<file path="config.mk">
export PLATFORM = sky130hd
export DESIGN_NAME = qword_pattern_replace_scanner_top
export DESIGN_NICKNAME = d
export VERILOG_FILES = /design/src/qprs_pkg.sv /design/src/qprs_cell.sv /design/src/qprs_drain.sv /design/src/qword_pattern_replace_scanner_top.sv
export SDC_FILE = /design/constraint.sdc
export NUM_CORES = 1
export LEC_CHECK = 0
export BUFFER_PORTS_ARGS = -buffer_cell sky130_fd_sc_hd__buf_2
export CORE_MARGIN = 5
export CORE_UTILIZATION = 35
export DETAILED_ROUTE_END_ITERATION = 10
export MAX_ROUTING_LAYER = met4
export SLEW_MARGIN = 20
export SYNTH_ARGS = -nofsm -noshare
export SYNTH_HDL_FRONTEND = slang
export SYNTH_SLANG_ARGS = --single-unit
export TNS_END_PERCENT = 30
</file>
<file path="constraint.sdc">
create_clock -name clk -period 7 [get_ports clk]
set_clock_uncertainty 0.15 [all_clocks]
set_input_delay 0.35 -clock clk [delete_from_list [all_inputs] [get_ports clk]]
set_output_delay 0.35 -clock clk [all_outputs]
set_load 0.02 [all_outputs]
</file>
<file path="src/qprs_pkg.sv">
// qprs_pkg: shared types and constants for the qword pattern replace scanner
// no dependencies; imported by every module of the block
`timescale 1ns / 1ps

package qprs_pkg;

    localparam int BYTE_W     = 8;
    localparam int WIN        = 8;                 // window length in bytes
    localparam int WIN_IDX_W  = $clog2(WIN);       // index into the window
    localparam int WIN_CNT_W  = $clog2(WIN + 1);   // count of bytes in the window
    localparam int SKIP_AFTER = 7;                 // positions skipped after a match
    localparam int SKIP_W     = 3;
    localparam int POS_W      = 16;
    localparam int CNT_W      = 14;
    localparam int WORD_W     = WIN * BYTE_W;
    localparam int CFG_IDX_W  = 8;
    localparam int MAX_LEN_DEF = 65536;

    localparam logic [CNT_W-1:0] COUNT_CAP = {CNT_W{1'b1}};

    // configuration register indexes
    localparam logic [CFG_IDX_W-1:0] REG_MATCH_WORD       = CFG_IDX_W'(0);
    localparam logic [CFG_IDX_W-1:0] REG_REPLACEMENT_WORD = CFG_IDX_W'(1);

    typedef logic [BYTE_W-1:0] byte_t;

    // drain row status seen by the output stage
    typedef struct packed {
        logic empty;
        logic head_last;
    } qprs_drain_stat_t;

endpackage

</file>
<file path="src/qprs_cell.sv">
// qprs_cell: one byte cell of the sliding window row
// depends on qprs_pkg
`timescale 1ns / 1ps

module qprs_cell
    import qprs_pkg::*;
(
    input  logic  clk,
    input  logic  rst_n,
    input  logic  adv,       // a beat is taken this cycle
    input  logic  clr,       // end of buffer, return to zero
    input  logic  rep_en,    // overwrite with the replacement byte
    input  byte_t shift_in,  // byte from the upper neighbor
    input  byte_t pat,
    input  byte_t rep,
    output byte_t data,
    output byte_t nxt,       // value after this step, before end-of-buffer clear
    output logic  hit
);

    byte_t data_reg;
    byte_t data_next;

    assign hit  = (shift_in == pat);
    assign nxt  = rep_en ? rep : shift_in;
    assign data = data_reg;

    always_comb
    begin
        data_next = data_reg;
        if (adv)
        begin
            data_next = clr ? '0 : nxt;
        end
    end

    always_ff @(posedge clk or negedge rst_n)
    begin
        if (!rst_n)
        begin
            data_reg <= '0;
        end
        else
        begin
            data_reg <= data_next;
        end
    end

endmodule

</file>
<file path="src/qprs_drain.sv">
// qprs_drain: row of cells that holds the window bytes flushed at end of buffer
// depends on qprs_pkg
`timescale 1ns / 1ps

module qprs_drain
    import qprs_pkg::*;
(
    input  logic                 clk,
    input  logic                 rst_n,
    input  logic                 load,
    input  byte_t [WIN-1:0]      load_bytes,  // window, oldest byte at index 0
    input  logic [WIN_CNT_W-1:0] load_cnt,    // bytes of the window that are real
    input  logic                 pop,
    output byte_t                head_byte,
    output qprs_drain_stat_t     stat
);

    byte_t [WIN-1:0]   byte_reg;
    byte_t [WIN-1:0]   byte_next;
    logic  [WIN-1:0]   vld_reg;
    logic  [WIN-1:0]   vld_next;
    logic  [WIN_CNT_W-1:0] off;
    logic  [WIN_CNT_W-1:0] src;

    // real bytes sit at the top of the window; move them down to index 0
    assign off = WIN_CNT_W'(WIN) - load_cnt;

    always_comb
    begin
        byte_next = byte_reg;
        vld_next  = vld_reg;
        src       = '0;
        if (load)
        begin
            for (int j = 0; j < WIN; j++)
            begin
                src          = WIN_CNT_W'(j) + off;
                byte_next[j] = (src < WIN_CNT_W'(WIN)) ? load_bytes[src[WIN_IDX_W-1:0]] : '0;
                vld_next[j]  = (WIN_CNT_W'(j) < load_cnt);
            end
        end
        else if (pop)
        begin
            for (int j = 0; j < WIN - 1; j++)
            begin
                byte_next[j] = byte_reg[j+1];
                vld_next[j]  = vld_reg[j+1];
            end
            vld_next[WIN-1] = 1'b0;
        end
    end

    always_ff @(posedge clk or negedge rst_n)
    begin
        if (!rst_n)
        begin
            vld_reg <= '0;
        end
        else
        begin
            vld_reg <= vld_next;
        end
    end

    always_ff @(posedge clk)
    begin
        byte_reg <= byte_next;
    end

    assign head_byte      = byte_reg[0];
    assign stat.empty     = !vld_reg[0];
    assign stat.head_last = vld_reg[0] && !vld_reg[1];

endmodule

</file>
<file path="src/qword_pattern_replace_scanner_top.sv">
// qword_pattern_replace_scanner_top: byte stream scanner that replaces 64-bit patterns
// depends on qprs_pkg, qprs_cell, qprs_drain
`timescale 1ns / 1ps

// The block takes one byte per beat on the s_ side and keeps the last eight in
// a row of byte cells. Once eight bytes are in, each new beat compares the window
// (oldest byte least significant) with match_word; a hit overwrites the window
// with replacement_word and the next seven positions are not compared, so hits
// never overlap. A byte leaves on the m_ side once the window has moved past it,
// seven positions late. The beat with tlast flushes the window into a drain row:
// the remaining bytes (all of them for a buffer of fewer than eight bytes) follow
// one per cycle while m_tready allows, and the final one carries the replacement
// count (saturating at 16383), the offset of the first hit and the found flag.
// While streaming the block takes one beat per clock, held up only by m_tready;
// after a tlast beat it takes no beat until the drain row is empty. The output
// register takes a new beat in the same cycle that the previous result leaves;
// while a result waits for m_tready the input waits too. Configuration must be
// written through cfg_* only while the block is idle; the block itself does not
// enforce this.

module qword_pattern_replace_scanner_top
    import qprs_pkg::*;
#(
    parameter int MAX_LEN = MAX_LEN_DEF
)
(
    input  logic                 clk,
    input  logic                 rst_n,
    // configuration write channel
    input  logic                 cfg_valid,
    output logic                 cfg_ready,
    input  logic [CFG_IDX_W-1:0] cfg_index,
    input  logic [WORD_W-1:0]    cfg_data,
    // input stream
    input  logic                 s_tvalid,
    output logic                 s_tready,
    input  logic [7:0]           s_tdata,   // [7:0] in_byte
    input  logic                 s_tlast,   // in_last
    // output stream
    output logic                 m_tvalid,
    input  logic                 m_tready,
    output logic [39:0]          m_tdata,   // [7:0] out_byte, [21:8] replaced_total,
                                            // [37:22] first_offset, [38] found, [39] zero
    output logic                 m_tlast    // out_last
);

    // position saturates at the smaller of MAX_LEN-1 and the 16-bit limit
    localparam logic [POS_W-1:0] POS_CAP =
        (MAX_LEN - 1 < (1 << POS_W) - 1) ? POS_W'(MAX_LEN - 1) : {POS_W{1'b1}};

    // configuration registers
    logic [WORD_W-1:0] match_reg;
    logic [WORD_W-1:0] repl_reg;

    // scan state
    logic [POS_W-1:0]  pos_reg,   pos_next;
    logic [SKIP_W-1:0] skip_reg,  skip_next;
    logic [CNT_W-1:0]  cnt_reg,   cnt_next;
    logic [POS_W-1:0]  first_reg, first_next;
    logic              seen_reg,  seen_next;

    // end-of-buffer statistics handed to the last output beat
    logic [CNT_W-1:0]  st_cnt_reg;
    logic [POS_W-1:0]  st_first_reg;
    logic              st_found_reg;

    // output register
    logic              ovld_reg, ovld_next;
    byte_t             obyte_reg, obyte_next;
    logic              olast_reg, olast_next;
    logic [CNT_W-1:0]  ocnt_reg, ocnt_next;
    logic [POS_W-1:0]  ofirst_reg, ofirst_next;
    logic              ofound_reg, ofound_next;

    // window row
    byte_t [WIN-1:0]   cell_data;
    byte_t [WIN-1:0]   cell_nxt;
    logic  [WIN-1:0]   cell_hit;

    logic              in_fire;
    logic              full_win;    // window holds eight real bytes after this beat
    logic              do_cmp;
    logic              hit;
    logic              out_free;
    logic [WIN_CNT_W-1:0] flush_cnt;

    byte_t             drain_head;
    qprs_drain_stat_t  drain_stat;
    logic              drain_pop;

    assign cfg_ready = 1'b1;

    always_ff @(posedge clk or negedge rst_n)
    begin
        if (!rst_n)
        begin
            match_reg <= '0;
            repl_reg  <= '0;
        end
        else if (cfg_valid && cfg_ready)
        begin
            case (cfg_index)
                REG_MATCH_WORD:       match_reg <= cfg_data;
                REG_REPLACEMENT_WORD: repl_reg  <= cfg_data;
                default:              ;
            endcase
        end
    end

    // handshake: new beats wait while the drain row holds bytes or the output waits
    assign out_free = !ovld_reg || m_tready;
    assign s_tready = drain_stat.empty && out_free;
    assign in_fire  = s_tvalid && s_tready;

    // compare decision for this beat
    assign full_win = (pos_reg >= POS_W'(WIN - 1));
    assign do_cmp   = full_win && (skip_reg == '0);
    assign hit      = do_cmp && (&cell_hit);

    // row of window cells, data moves toward index 0 each beat
    for (genvar k = 0; k < WIN; k++)
    begin : g_cell
        byte_t shift_in;
        if (k == WIN - 1)
        begin : g_top
            assign shift_in = s_tdata;
        end
        else
        begin : g_mid
            assign shift_in = cell_data[k+1];
        end

        qprs_cell u_cell (
            .clk      (clk),
            .rst_n    (rst_n),
            .adv      (in_fire),
            .clr      (s_tlast),
            .rep_en   (hit),
            .shift_in (shift_in),
            .pat      (match_reg[k*BYTE_W +: BYTE_W]),
            .rep      (repl_reg[k*BYTE_W +: BYTE_W]),
            .data     (cell_data[k]),
            .nxt      (cell_nxt[k]),
            .hit      (cell_hit[k])
        );
    end

    // a short buffer flushes only the bytes it has
    assign flush_cnt = full_win ? WIN_CNT_W'(WIN) : WIN_CNT_W'(pos_reg[WIN_IDX_W-1:0]) + 1'b1;

    // scan state update
    always_comb
    begin
        pos_next   = pos_reg;
        skip_next  = skip_reg;
        cnt_next   = cnt_reg;
        first_next = first_reg;
        seen_next  = seen_reg;
        if (in_fire)
        begin
            if (hit)
            begin
                skip_next = SKIP_W'(SKIP_AFTER);
                if (cnt_reg < COUNT_CAP)
                begin
                    cnt_next = cnt_reg + 1'b1;
                end
                if (!seen_reg)
                begin
                    seen_next  = 1'b1;
                    first_next = pos_reg - POS_W'(WIN - 1);
                end
            end
            else if (full_win && (skip_reg != '0))
            begin
                skip_next = skip_reg - 1'b1;
            end
            if (pos_reg < POS_CAP)
            begin
                pos_next = pos_reg + 1'b1;
            end
        end
    end

    always_ff @(posedge clk or negedge rst_n)
    begin
        if (!rst_n)
        begin
            pos_reg   <= '0;
            skip_reg  <= '0;
            cnt_reg   <= '0;
            first_reg <= '0;
            seen_reg  <= 1'b0;
        end
        else if (in_fire && s_tlast)
        begin
            // end of buffer: back to the start state for the next one
            pos_reg   <= '0;
            skip_reg  <= '0;
            cnt_reg   <= '0;
            first_reg <= '0;
            seen_reg  <= 1'b0;
        end
        else
        begin
            pos_reg   <= pos_next;
            skip_reg  <= skip_next;
            cnt_reg   <= cnt_next;
            first_reg <= first_next;
            seen_reg  <= seen_next;
        end
    end

    // snapshot of the statistics at the tlast beat
    always_ff @(posedge clk)
    begin
        if (in_fire && s_tlast)
        begin
            st_cnt_reg   <= cnt_next;
            st_first_reg <= first_next;
            st_found_reg <= seen_next;
        end
    end

    qprs_drain u_drain (
        .clk        (clk),
        .rst_n      (rst_n),
        .load       (in_fire && s_tlast),
        .load_bytes (cell_nxt),
        .load_cnt   (flush_cnt),
        .pop        (drain_pop),
        .head_byte  (drain_head),
        .stat       (drain_stat)
    );

    // output register: fed by a streaming beat or by the drain row, never both
    assign drain_pop = out_free && !drain_stat.empty;

    always_comb
    begin
        ovld_next   = ovld_reg && !m_tready;
        obyte_next  = obyte_reg;
        olast_next  = olast_reg;
        ocnt_next   = ocnt_reg;
        ofirst_next = ofirst_reg;
        ofound_next = ofound_reg;
        if (in_fire && !s_tlast && full_win)
        begin
            ovld_next   = 1'b1;
            obyte_next  = cell_nxt[0];
            olast_next  = 1'b0;
            ocnt_next   = '0;
            ofirst_next = '0;
            ofound_next = 1'b0;
        end
        else if (drain_pop)
        begin
            ovld_next   = 1'b1;
            obyte_next  = drain_head;
            olast_next  = drain_stat.head_last;
            ocnt_next   = drain_stat.head_last ? st_cnt_reg : '0;
            ofirst_next = drain_stat.head_last ? st_first_reg : '0;
            ofound_next = drain_stat.head_last && st_found_reg;
        end
    end

    always_ff @(posedge clk or negedge rst_n)
    begin
        if (!rst_n)
        begin
            ovld_reg <= 1'b0;
        end
        else
        begin
            ovld_reg <= ovld_next;
        end
    end

    always_ff @(posedge clk)
    begin
        obyte_reg  <= obyte_next;
        olast_reg  <= olast_next;
        ocnt_reg   <= ocnt_next;
        ofirst_reg <= ofirst_next;
        ofound_reg <= ofound_next;
    end

    assign m_tvalid = ovld_reg;
    assign m_tlast  = olast_reg;
    assign m_tdata  = {1'b0, ofound_reg, ofirst_reg, ocnt_reg, obyte_reg};

    // checks

    // skipping only ever follows a compare on a full window
    a_skip_full: assert property (@(posedge clk) disable iff (!rst_n)
        (skip_reg != '0) |-> (pos_reg >= POS_W'(WIN - 1)))
        else $error("skip count set before the window filled");

    // a nonzero replacement count means a first offset was recorded
    a_cnt_seen: assert property (@(posedge clk) disable iff (!rst_n)
        (cnt_reg != '0) |-> seen_reg)
        else $error("replacement counted without first match");

    // a tlast beat always leaves bytes in the drain row
    a_flush_loaded: assert property (@(posedge clk) disable iff (!rst_n)
        (in_fire && s_tlast) |=> !drain_stat.empty)
        else $error("end of buffer did not load the drain row");

    // statistics appear only on the final byte of a buffer
    a_stats_last: assert property (@(posedge clk) disable iff (!rst_n)
        (m_tvalid && !m_tlast) |-> (m_tdata[38:8] == '0))
        else $error("statistics on a byte that is not last");

    // offset is zero unless a match was found
    a_offset_found: assert property (@(posedge clk) disable iff (!rst_n)
        (m_tvalid && !m_tdata[38]) |-> (m_tdata[37:22] == '0))
        else $error("first offset without a match");

endmodule

</file>
==> results_dict.tcl <==
set metrics [dict create \
    cp-start-kind "register" \
    setup_viol 0 \
    cap_violations 0 \
    cp_num_buf_inv 0 \
    floorplan.initialDensity_pct 35.21 \
    ant_nets 0 \
    seq_area_frac_synth_pct 50.70 \
    drc 0 \
    cts_tree "yes" \
    critical_path.max_stage_delay_ns 0.90 \
    synthCells 1833 \
    status "completed" \
    die_y_um 245.2 \
    layout_min_cycle_time_ns 5.490 \
    syn_area_per_cell_um2 10.56 \
    path_clk_slew_ns 0.07 \
    htree_levels 2 \
    wire_per_inst_um 24.46 \
    crit_family "simple AND/OR/NAND/NOR gates" \
    viasPerCell 5.790 \
    ys_ff_latch 378 \
    slew_headroom_pct 25.39 \
    synth-edff-count 103 \
    grt_pass1_vias 15370 \
    core_region_area_um2 54990 \
    n_fill_cell 5276 \
    cts_setup_buffers 0 \
    crit_fanout 22 \
    worst_pin_slew_ns 1.112 \
    rows 86 \
    vias 15880 \
    area_delta_synth_final_pct 18.07 \
    period_share_pct 78.43 \
    arrival_ns 5.61 \
    yosysWarningCount 0 \
    rsz0062_at_grt "false" \
    synth_top_area_share_pct 31.41 \
    place.gp.congestion 0.9818 \
    synth.largest_area_cell "dfrtp_1" \
    cts-root-buf "clkbuf_16" \
    grt_use_total_pct 22.46 \
    syn-cell-area_um2 19360 \
    grt_max_degree 132 \
    grt_pass1_wl_um 100500 \
    worstHoldPathType "input port to register" \
    io_buffers 127 \
    final-max-slew-violation-count 0 \
    fin_ws_ns 1.510 \
    cts.sinks 378 \
    syn-num-nets 1926 \
    cts_buffer_depth 3 \
    synth.distinct_cells 73 \
    cp_common_cell "nand2_1" \
    endpoint_kind "register" \
    timing.fmax_mhz 182.1 \
    ys_top_cells_by_count "dfrtp_1, mux2_2, nand2_1" \
    async_reset_ff_share_pct 64.29 \
    place_area_um2 20700 \
    ys_top_cells_by_area "dfrtp_1, edfxtp_1, mux2_2, dfxtp_1, xor2_1" \
    tns_ns 0 \
    die_area_um2 60110 \
    dp_slack_ns 1.631 \
    fin_area_um2 22860 \
    drtIter0Drc 1811 \
    path_cells "or4_4, or4b_4, nor2_2, nand2_1, ha_1, nand2_1, nand2b_1, nor2_1, a22oi_1, o221ai_1" \
    grt-ovfl-total 0 \
    nNetsFinal 2053 \
    synth_ff_type "dfrtp_1" \
    drive_gt1_share_pct 20.75 \
    hold_viol 0 \
    p_leak_nw 9.969 \
    power_density_nw_per_um2 457.8 \
    drt_pass1_iterations 6 \
    insertion_delay_ns 0.60 \
    critPathKind "register to register" \
    routed_wl_um 67090 \
    die_width_um 245.2 \
    crit_required_ns 7.12 \
    peakVddDrop_v 0.0003898 \
    yosysMostFrequentCell "dfrtp_1" \
    antenna_found_initial 0 \
    ios 130 \
    cts-buffers-inserted 44 \
    cp_slowest_cell "ha_1" \
    finalPower_w 0.01046 \
    dp_hpwl_um 47700 \
    ctsResizeCount 0 \
    num_antenna_cells 0 \
]
==> per-layer routing <==
layer	global-route usage [%]	vias up	routed length, um
met1	32.17	7930	30500
met2	32.91	726	29360
met4	6.650	0	2150
li1	-	7120	-
met5	-	-	0
met3	3.778	105	5085
==> cell type report <==
type / count / area, um^2 / area share, %
flip-flops and latches: 378 / 9814 / 42.94
multi-input cells: 1289 / 8981 / 39.29
repair buffers: 216 / 1501 / 6.569
clock buffers: 62 / 1331 / 5.825
well taps: 748 / 935.9 / 4.095
clock inverters: 19 / 172.7 / 0.7555
inverters: 31 / 118.9 / 0.5201
==> power by group <==
part	internal [W]	switching (W)	total, W
Sequential	0.00282	0.000306	0.00312
Clock	0.00140	0.000967	0.00237
Combinational	0.00152	0.00345	0.00497
==> worst register-to-register path: stages (launching register included) <==
cell and delay, ns:
dfrtp_1 0.46, or4_4 0.58, or4b_4 0.53, nor2_2 0.67
nand2_1 0.25, ha_1 0.90, nand2_1 0.45, nand2b_1 0.67
nor2_1 0.11, a22oi_1 0.26, o221ai_1 0.17
==> metrics by stage <==
step           hold WS (ns)  util [%]  std cells
3_5_place_dp         0.2899     37.64       2597
6_report            0.06074     41.57       2743
5_1_grt             0.06959     41.57       2743
3_3_place_gp         0.2774     37.63       2597
2_1_floorplan      -0.09559         -       1833
4_1_cts             0.03049     41.56       2743
==> cells in the final DEF (no fill, tap or decap), drive strengths merged, types with 63 or more instances in the layout <==
cell type,synthesis,routed
dlygate4sd3,0,65
edfxtp,103,103
xor2,68,68
buf,29,151
nand2,136,136
nor2,126,126
o21ai,120,120
a21oi,63,63
dfrtp,243,243
mux2,144,144
nand3,73,73
==> worst paths after layout <==
kind | start | end | slack, ns | depth (start not counted)
max reg2reg | pos_reg[9]$_DFFE_PN0P_ | u_drain.byte_reg[25]$_DFFE_PP_ | 1.51 | 10
max in group asynchronous | rst_n | skip_reg[2]$_DFFE_PN0P_ | 5.18 | 3
min in group asynchronous | rst_n | match_reg[56]$_DFFE_PN0P_ | 0.24 | 2
min | s_tdata[3] | g_cell[7].u_cell.data[3]$_DFFE_PN0P_ | 0.06 | 3
min reg2reg | st_cnt_reg[8]$_DFFE_PP_ | ocnt_reg[8]$_SDFFE_PP0P_ | 0.30 | 1
max | pos_reg[9]$_DFFE_PN0P_ | u_drain.byte_reg[25]$_DFFE_PP_ | 1.51 | 10
==> repair_timing <==
item                       in CTS  in global routing
hold buffers                   65                  0
setup endpoints to repair       0                  0
hold endpoints to repair      240                  0
==> logic make-up after synthesis <==
logic type | count (synthesis) | share of synthesized area (%)
fa+ha+maj | 7 | 0.4524
xor+xnor | 91 | 4.253
other cells | 2 | 0.03879
compound gates | 497 | 17.37
mux | 183 | 10.85
flops | 378 | 50.70
simple gates | 509 | 12.93
buf+inv | 166 | 3.406
Power figures use the tool's default switching activity.
